$ cat src/bpa_pkg.sv
// bpa_pkg: shared constants, codes and word types of the bitmap page allocator
// used by every module under src except bpa_ram

package bpa_pkg;

    // map geometry
    localparam int MAP_WORDS  = 512;
    localparam int PAGE_BYTES = 4096;
    localparam int WORD_BITS  = 32;
    localparam int BIT_W      = $clog2(WORD_BITS);
    localparam int WORD_AW    = $clog2(MAP_WORDS);
    localparam int WCNT_W     = WORD_AW + 1;
    localparam int CAP_PAGES  = MAP_WORDS * WORD_BITS;
    localparam int PGN_W      = WORD_AW + BIT_W;
    localparam int CAP_W      = PGN_W + 1;
    localparam int PAGE_SHIFT = $clog2(PAGE_BYTES);

    // field widths
    localparam int OP_W     = 2;
    localparam int ADDR_W   = 26;
    localparam int STATUS_W = 2;
    localparam int CNT_W    = 15;
    localparam int FPG_W    = ADDR_W - PAGE_SHIFT;

    // configuration port
    localparam int CFG_IDX_W = 1;
    localparam logic [CFG_IDX_W-1:0] CFG_TOTAL    = 1'b0;
    localparam logic [CFG_IDX_W-1:0] CFG_RESERVED = 1'b1;

    localparam logic [CNT_W-1:0] TOTAL_RST    = 15'd16384;
    localparam logic [CNT_W-1:0] RESERVED_RST = 15'd1024;
    localparam logic [CNT_W-1:0] CNT_MAX      = '1;

    // state after reset, as after an init with the reset register values
    localparam int T_RST   = (int'(TOTAL_RST) < CAP_PAGES) ? int'(TOTAL_RST) : CAP_PAGES;
    localparam int R_RST   = (int'(RESERVED_RST) < CAP_PAGES) ? int'(RESERVED_RST) : CAP_PAGES;
    localparam int CNT_RST = (T_RST > int'(RESERVED_RST)) ? (T_RST - int'(RESERVED_RST)) : 0;

    // op codes
    localparam logic [OP_W-1:0] OP_ALLOC = 2'd0;
    localparam logic [OP_W-1:0] OP_FREE  = 2'd1;
    localparam logic [OP_W-1:0] OP_INIT  = 2'd2;

    // status codes
    localparam logic [STATUS_W-1:0] ST_OK        = 2'd0;
    localparam logic [STATUS_W-1:0] ST_OOM       = 2'd1;
    localparam logic [STATUS_W-1:0] ST_NOT_ALLOC = 2'd2;
    localparam logic [STATUS_W-1:0] ST_RANGE     = 2'd3;

    typedef struct packed {
        logic [OP_W-1:0]   op;
        logic [ADDR_W-1:0] page_address;
    } req_t;

    typedef struct packed {
        logic [STATUS_W-1:0] status;
        logic [ADDR_W-1:0]   alloc_address;
        logic [CNT_W-1:0]    free_count;
    } rsp_t;

    // controller to datapath
    typedef struct packed {
        logic                accept;
        logic                init_start;
        logic                init_step;
        logic                scan_start;
        logic                scan_step;
        logic                alloc_commit;
        logic                free_rd;
        logic                free_commit;
        logic                res_load;
        logic [STATUS_W-1:0] res_status;
        logic                rsp_load;
    } ctl_t;

    // datapath to controller
    typedef struct packed {
        logic init_last;
        logic scan_empty;
        logic hit;
        logic scan_last;
        logic free_oor;
        logic free_set;
        logic out_free;
    } sts_t;

endpackage

$ cat src/bpa_ctrl.sv
// bpa_ctrl: operation sequencer of the page allocator
// depends on bpa_pkg; drives the datapath through ctl_t and reads sts_t

module bpa_ctrl
    import bpa_pkg::*;
(
    input  logic            clk,
    input  logic            rst_n,
    input  logic            req_valid,
    input  logic [OP_W-1:0] req_op,
    output logic            req_stall,
    input  sts_t            sts,
    output ctl_t            ctl
);

    typedef enum logic [6:0] {
        S_BOOT     = 7'b0000001,
        S_IDLE     = 7'b0000010,
        S_SCAN     = 7'b0000100,
        S_FREE_RD  = 7'b0001000,
        S_FREE_CHK = 7'b0010000,
        S_INIT     = 7'b0100000,
        S_RESP     = 7'b1000000
    } state_t;

    state_t state_reg;
    state_t state_next;

    always_comb
    begin
        state_next = state_reg;
        ctl        = '0;
        ctl.res_status = ST_OK;
        case (state_reg)
            S_BOOT:
            begin
                // clearing pass after reset, no word produced
                ctl.init_step = 1'b1;
                if (sts.init_last)
                begin
                    state_next = S_IDLE;
                end
            end
            S_IDLE:
            begin
                if (req_valid)
                begin
                    ctl.accept = 1'b1;
                    case (req_op)
                        OP_ALLOC:
                        begin
                            if (sts.scan_empty)
                            begin
                                ctl.res_load   = 1'b1;
                                ctl.res_status = ST_OOM;
                                state_next     = S_RESP;
                            end
                            else
                            begin
                                ctl.scan_start = 1'b1;
                                state_next     = S_SCAN;
                            end
                        end
                        OP_FREE:
                        begin
                            state_next = S_FREE_RD;
                        end
                        OP_INIT:
                        begin
                            ctl.init_start = 1'b1;
                            state_next     = S_INIT;
                        end
                        default:
                        begin
                            ctl.res_load = 1'b1;
                            state_next   = S_RESP;
                        end
                    endcase
                end
            end
            S_SCAN:
            begin
                if (sts.hit)
                begin
                    ctl.alloc_commit = 1'b1;
                    ctl.res_load     = 1'b1;
                    state_next       = S_RESP;
                end
                else if (sts.scan_last)
                begin
                    ctl.res_load   = 1'b1;
                    ctl.res_status = ST_OOM;
                    state_next     = S_RESP;
                end
                else
                begin
                    ctl.scan_step = 1'b1;
                end
            end
            S_FREE_RD:
            begin
                if (sts.free_oor)
                begin
                    ctl.res_load   = 1'b1;
                    ctl.res_status = ST_RANGE;
                    state_next     = S_RESP;
                end
                else
                begin
                    ctl.free_rd = 1'b1;
                    state_next  = S_FREE_CHK;
                end
            end
            S_FREE_CHK:
            begin
                ctl.res_load = 1'b1;
                if (sts.free_set)
                begin
                    ctl.free_commit = 1'b1;
                end
                else
                begin
                    ctl.res_status = ST_NOT_ALLOC;
                end
                state_next = S_RESP;
            end
            S_INIT:
            begin
                ctl.init_step = 1'b1;
                if (sts.init_last)
                begin
                    ctl.res_load = 1'b1;
                    state_next   = S_RESP;
                end
            end
            S_RESP:
            begin
                if (sts.out_free)
                begin
                    ctl.rsp_load = 1'b1;
                    state_next   = S_IDLE;
                end
            end
            default:
            begin
                state_next = S_IDLE;
            end
        endcase
    end

    always_ff @(posedge clk or negedge rst_n)
    begin
        if (!rst_n)
        begin
            state_reg <= S_BOOT;
        end
        else
        begin
            state_reg <= state_next;
        end
    end

    assign req_stall = (state_reg != S_IDLE);

endmodule
$ cat config.mk
export PLATFORM = sky130hd
export DESIGN_NAME = bpa_ctrl
export DESIGN_NICKNAME = d
export VERILOG_FILES = /design/src/bpa_pkg.sv /design/src/bpa_ctrl.sv
export SDC_FILE = /design/constraint.sdc
export NUM_CORES = 1
export LEC_CHECK = 0
export ABC_AREA = 1
export ABC_CLOCK_PERIOD_IN_PS = 2500
export BUFFER_PORTS_ARGS = -buffer_cell sky130_fd_sc_hd__buf_2
export CORE_AREA = 2 2 39 41
export CTS_CLUSTER_DIAMETER = 80
export DETAILED_ROUTE_END_ITERATION = 7
export DIE_AREA = 0 0 41 43
export PLACE_DENSITY = 0.85
export SYNTH_ARGS = -nofsm -noshare
export SYNTH_HDL_FRONTEND = slang
export SYNTH_SLANG_ARGS = --single-unit
$ cat constraint.sdc
create_clock -name clk -period 2.5 [get_ports clk]
set_input_delay 0.125 -clock clk [delete_from_list [all_inputs] [get_ports clk]]
set_output_delay 0.125 -clock clk [all_outputs]
set_load 0.02 [all_outputs]
==> impl_summary.md <==
Logic synthesis
The count of different cell masters after synthesis is 22. The share of the yosys chip area belonging to registers is 27.8%. The average instance in the mapped netlist occupies 6.61 um2. The area share of the largest cell type after synthesis is 23.7%.

After Yosys synthesis, full adders, half adders and majority gates account for 0% of the synthesized area. Summing the areas of all and, or, nand and nor instances in the mapped netlist gives 53.3% of the synthesized area. The number of storage elements in the synthesis netlist is 7. The share of synthesized registers carrying an async set or reset is 100%. The number of synthesis warnings is 0. After synthesis the cells add up to 634 um2. By area, the combinational part of the netlist is dominated by simple AND/OR/NAND/NOR gates. The share of the synthesized area in compound gates (AO/OA/AOI/OAI) is 6.51%. The fraction of synthesized cell area in xor and xnor cells is 0%. The multiplexer area fraction after synthesis is 0%. By area the synthesized netlist is led by sky130_fd_sc_hd__dfrtp_1 (24%), sky130_fd_sc_hd__nand3_1 (10%), sky130_fd_sc_hd__inv_1 (8.3%).

The dominant cell type by area after synthesis is sky130_fd_sc_hd__dfrtp_1. In the synthesized netlist, the cells that appear most often are sky130_fd_sc_hd__inv_1 (14), sky130_fd_sc_hd__nor2_1 (14), sky130_fd_sc_hd__nand3_1 (13). The leading register cell type out of synthesis is sky130_fd_sc_hd__dfrtp_1. Yosys mapped a number of flops with a built-in enable equal to 0. The cell count after synthesis came out at 96.

When the netlist entered floorplanning its net count stood at 108.

STA
Hold is met by 0.0199 ns. Setup repair after global routing left no endpoint under its margin. The portion of the clock cycle consumed by the worst path in the final layout is 69.6%.

At the pin with the least slew margin, the transition time is 0.305 ns. The final sum of negative setup slack is 0 ns. The final worst clock skew is 0.00233 ns. The count of final max-slew check failures is 0. The final count of hold timing violations is 0.

The final-report setup violation count is 0. The worst slew margin relative to its limit is 79.5%. The final period demand of the worst path is 1.74 ns.

The maximum clock frequency is 0.574 GHz.

Pwr
The worst vdd rail ir drop is 0.000409 V. The power density over the cells is 816 mW/mm2. In this run the static leakage power is 0.498 nW. The overall power is 0.000661 W.

Route
The mean number of vias per cell is 5.02. The sum of routed wire length over all layers is 1.49 mm. After detailed routing, the average wire length per cell comes to 10.6 um. The first routing iteration left 16 violations. The length of the first detailed-routing pass in iterations is 4.

For this run, design rule violations remaining after detail routing come to 0. The count of nets left with antenna violations once routing finished came out at 0. Detailed routing inserted a total of 708 vias.

Die
The width of the die is 41 um. The die covers 0.00176 mm2. The number of I/O pins is 25.

The starting density of the core is 45.8%. The total core area is 0.00138 mm2. The number of placement rows is 14.

The height of the die is 43 um.

Place
During placement, the flow inserted port buffers numbering 24. The routability-driven placement congestion ratio is 0.849. After legalization and detailed placement, the total HPWL measured 1.30 mm. The placement-stage cell area is 774 um2.

Worst setup path
STA classifies the critical path startpoint as a register. The critical path class is reg -> out. The sort of element at the end of the critical path is an output port.

The arrival time of data at the critical path endpoint is 1.62 ns. The worst path required time is 2.38 ns. In this run the worst path has a maximum fanout of 4.

Final layout
The final layout net count is 138. The layout overhead on the synthesized area is 27.8%. The share of cells above drive strength 1 is 41.6%. The register with the most flip-flops in the layout has 7 of them. The final core area utilization is 58.6%. The total non-filler cell area in the finished layout is 811 um2. The number of antenna cells inserted is 0.

Job
The max-capacitance violation count is 0.

Clocking
In this run the number of H-tree levels came out at 1. The clock passes through at most 2 buffers. TritonCTS built the clock tree. The clock sink count is 7. The latest clock arrival within the worst-skew pair is 0.25 ns. The number of buffers created by CTS is 3. CTS placed an instance of sky130_fd_sc_hd__clkbuf_4 at the clock tree root.

Clock-pin slew was measured on the worst setup and hold paths at 0.05 ns.

Hold path
The type of the most critical hold path is in -> reg.

Global route
The first global-routing pass estimated 2.41 mm of wire. The maximum number of pins on one net before global-route repair is 8. The initial antenna violation count is 0. The via count of the first global-routing pass is 625. The leftover overflow at the end of global routing is 0. The total track usage is 20.8%.

Outcome
The flow ran to the end, and the final reports show no timing, DRC or antenna violations.
-- cell families after synthesis --
group | Yosys count
compound gates | 7
buf+inv | 21
flops | 7
simple gates | 61
-- placed cells by master, fill, tap and decap left out, types with 2 or more instances in the layout --
cell,count
sky130_fd_sc_hd__buf_2,24
sky130_fd_sc_hd__clkbuf_4,3
sky130_fd_sc_hd__dfrtp_1,6
sky130_fd_sc_hd__inv_1,14
sky130_fd_sc_hd__inv_2,7
sky130_fd_sc_hd__nand2_1,12
sky130_fd_sc_hd__nand2_2,7
sky130_fd_sc_hd__nand3_1,13
sky130_fd_sc_hd__nand3_2,3
sky130_fd_sc_hd__nor2_1,14
sky130_fd_sc_hd__nor3_1,4
sky130_fd_sc_hd__nor3_2,2
sky130_fd_sc_hd__o21ai_0,2
sky130_fd_sc_hd__o21ai_1,2
-- per-stage QoR --
stage,setup WS (ns),instances
3_3_place_gp,1.07,136
6_report,0.759,141
5_1_grt,0.627,141
4_1_cts,0.747,141
2_1_floorplan,1.02,96
3_5_place_dp,1.03,136
-- what timing repair did --
item	in CTS	in global routing
buffers inserted	0	0
resized for setup	0	0
hold buffers	1	0
endpoints found under the hold margin	7	0
-- worst max-delay path, stage by stage (launching register included) --
cell	delay, ns
sky130_fd_sc_hd__dfrtp_1	0.41
sky130_fd_sc_hd__inv_2	0.08
sky130_fd_sc_hd__nand2_2	0.06
sky130_fd_sc_hd__nor3_2	0.24
sky130_fd_sc_hd__nand2_4	0.13
sky130_fd_sc_hd__nor2_8	0.12
sky130_fd_sc_hd__nand2_1	0.09
sky130_fd_sc_hd__nand3_1	0.08
sky130_fd_sc_hd__buf_2	0.16
-- worst paths after layout --
kind / from / slack (ns) / cells after the start / to
setup / recovery: state_reg[2] / 0.76 / 8 / ctl[1]
hold / removal: sts[6] / 0.02 / 2 / state_reg[0]
setup reg to reg: state_reg[0] / 1.16 / 7 / state_reg[6]
hold reg to reg: state_reg[5] / 0.52 / 2 / state_reg[5]
max in group asynchronous: rst_n / 2.05 / 2 / state_reg[0]
min in group asynchronous: rst_n / 0.22 / 2 / state_reg[5]
-- power by group --
part	total, W	switching (W)	internal [W]
Combinational	0.000398	0.000270	0.000129
Clock	0.000102	0.0000416	0.0000609
Sequential	0.000161	0.0000233	0.000137
-- per-layer routing --
metal / up-vias / track usage [%] / part of all wire [%]
met5: - / 0 / 0
met2: 29 / 34.7 / 48
met1: 309 / 22.4 / 40
met4: 0 / 14.7 / 4.2
li1: 363 / - / -
met3: 7 / 2.62 / 7.6
-- area by class of cell --
class                      count  area, um2
multi-input combinational     68        379
timing repair buffer          25        130
inverter                      21       78.8
clock buffer                   4       26.3
tap                           16       20.0
sequential                     7        176
fill                         141        573
Power figures use the tool's default switching activity.
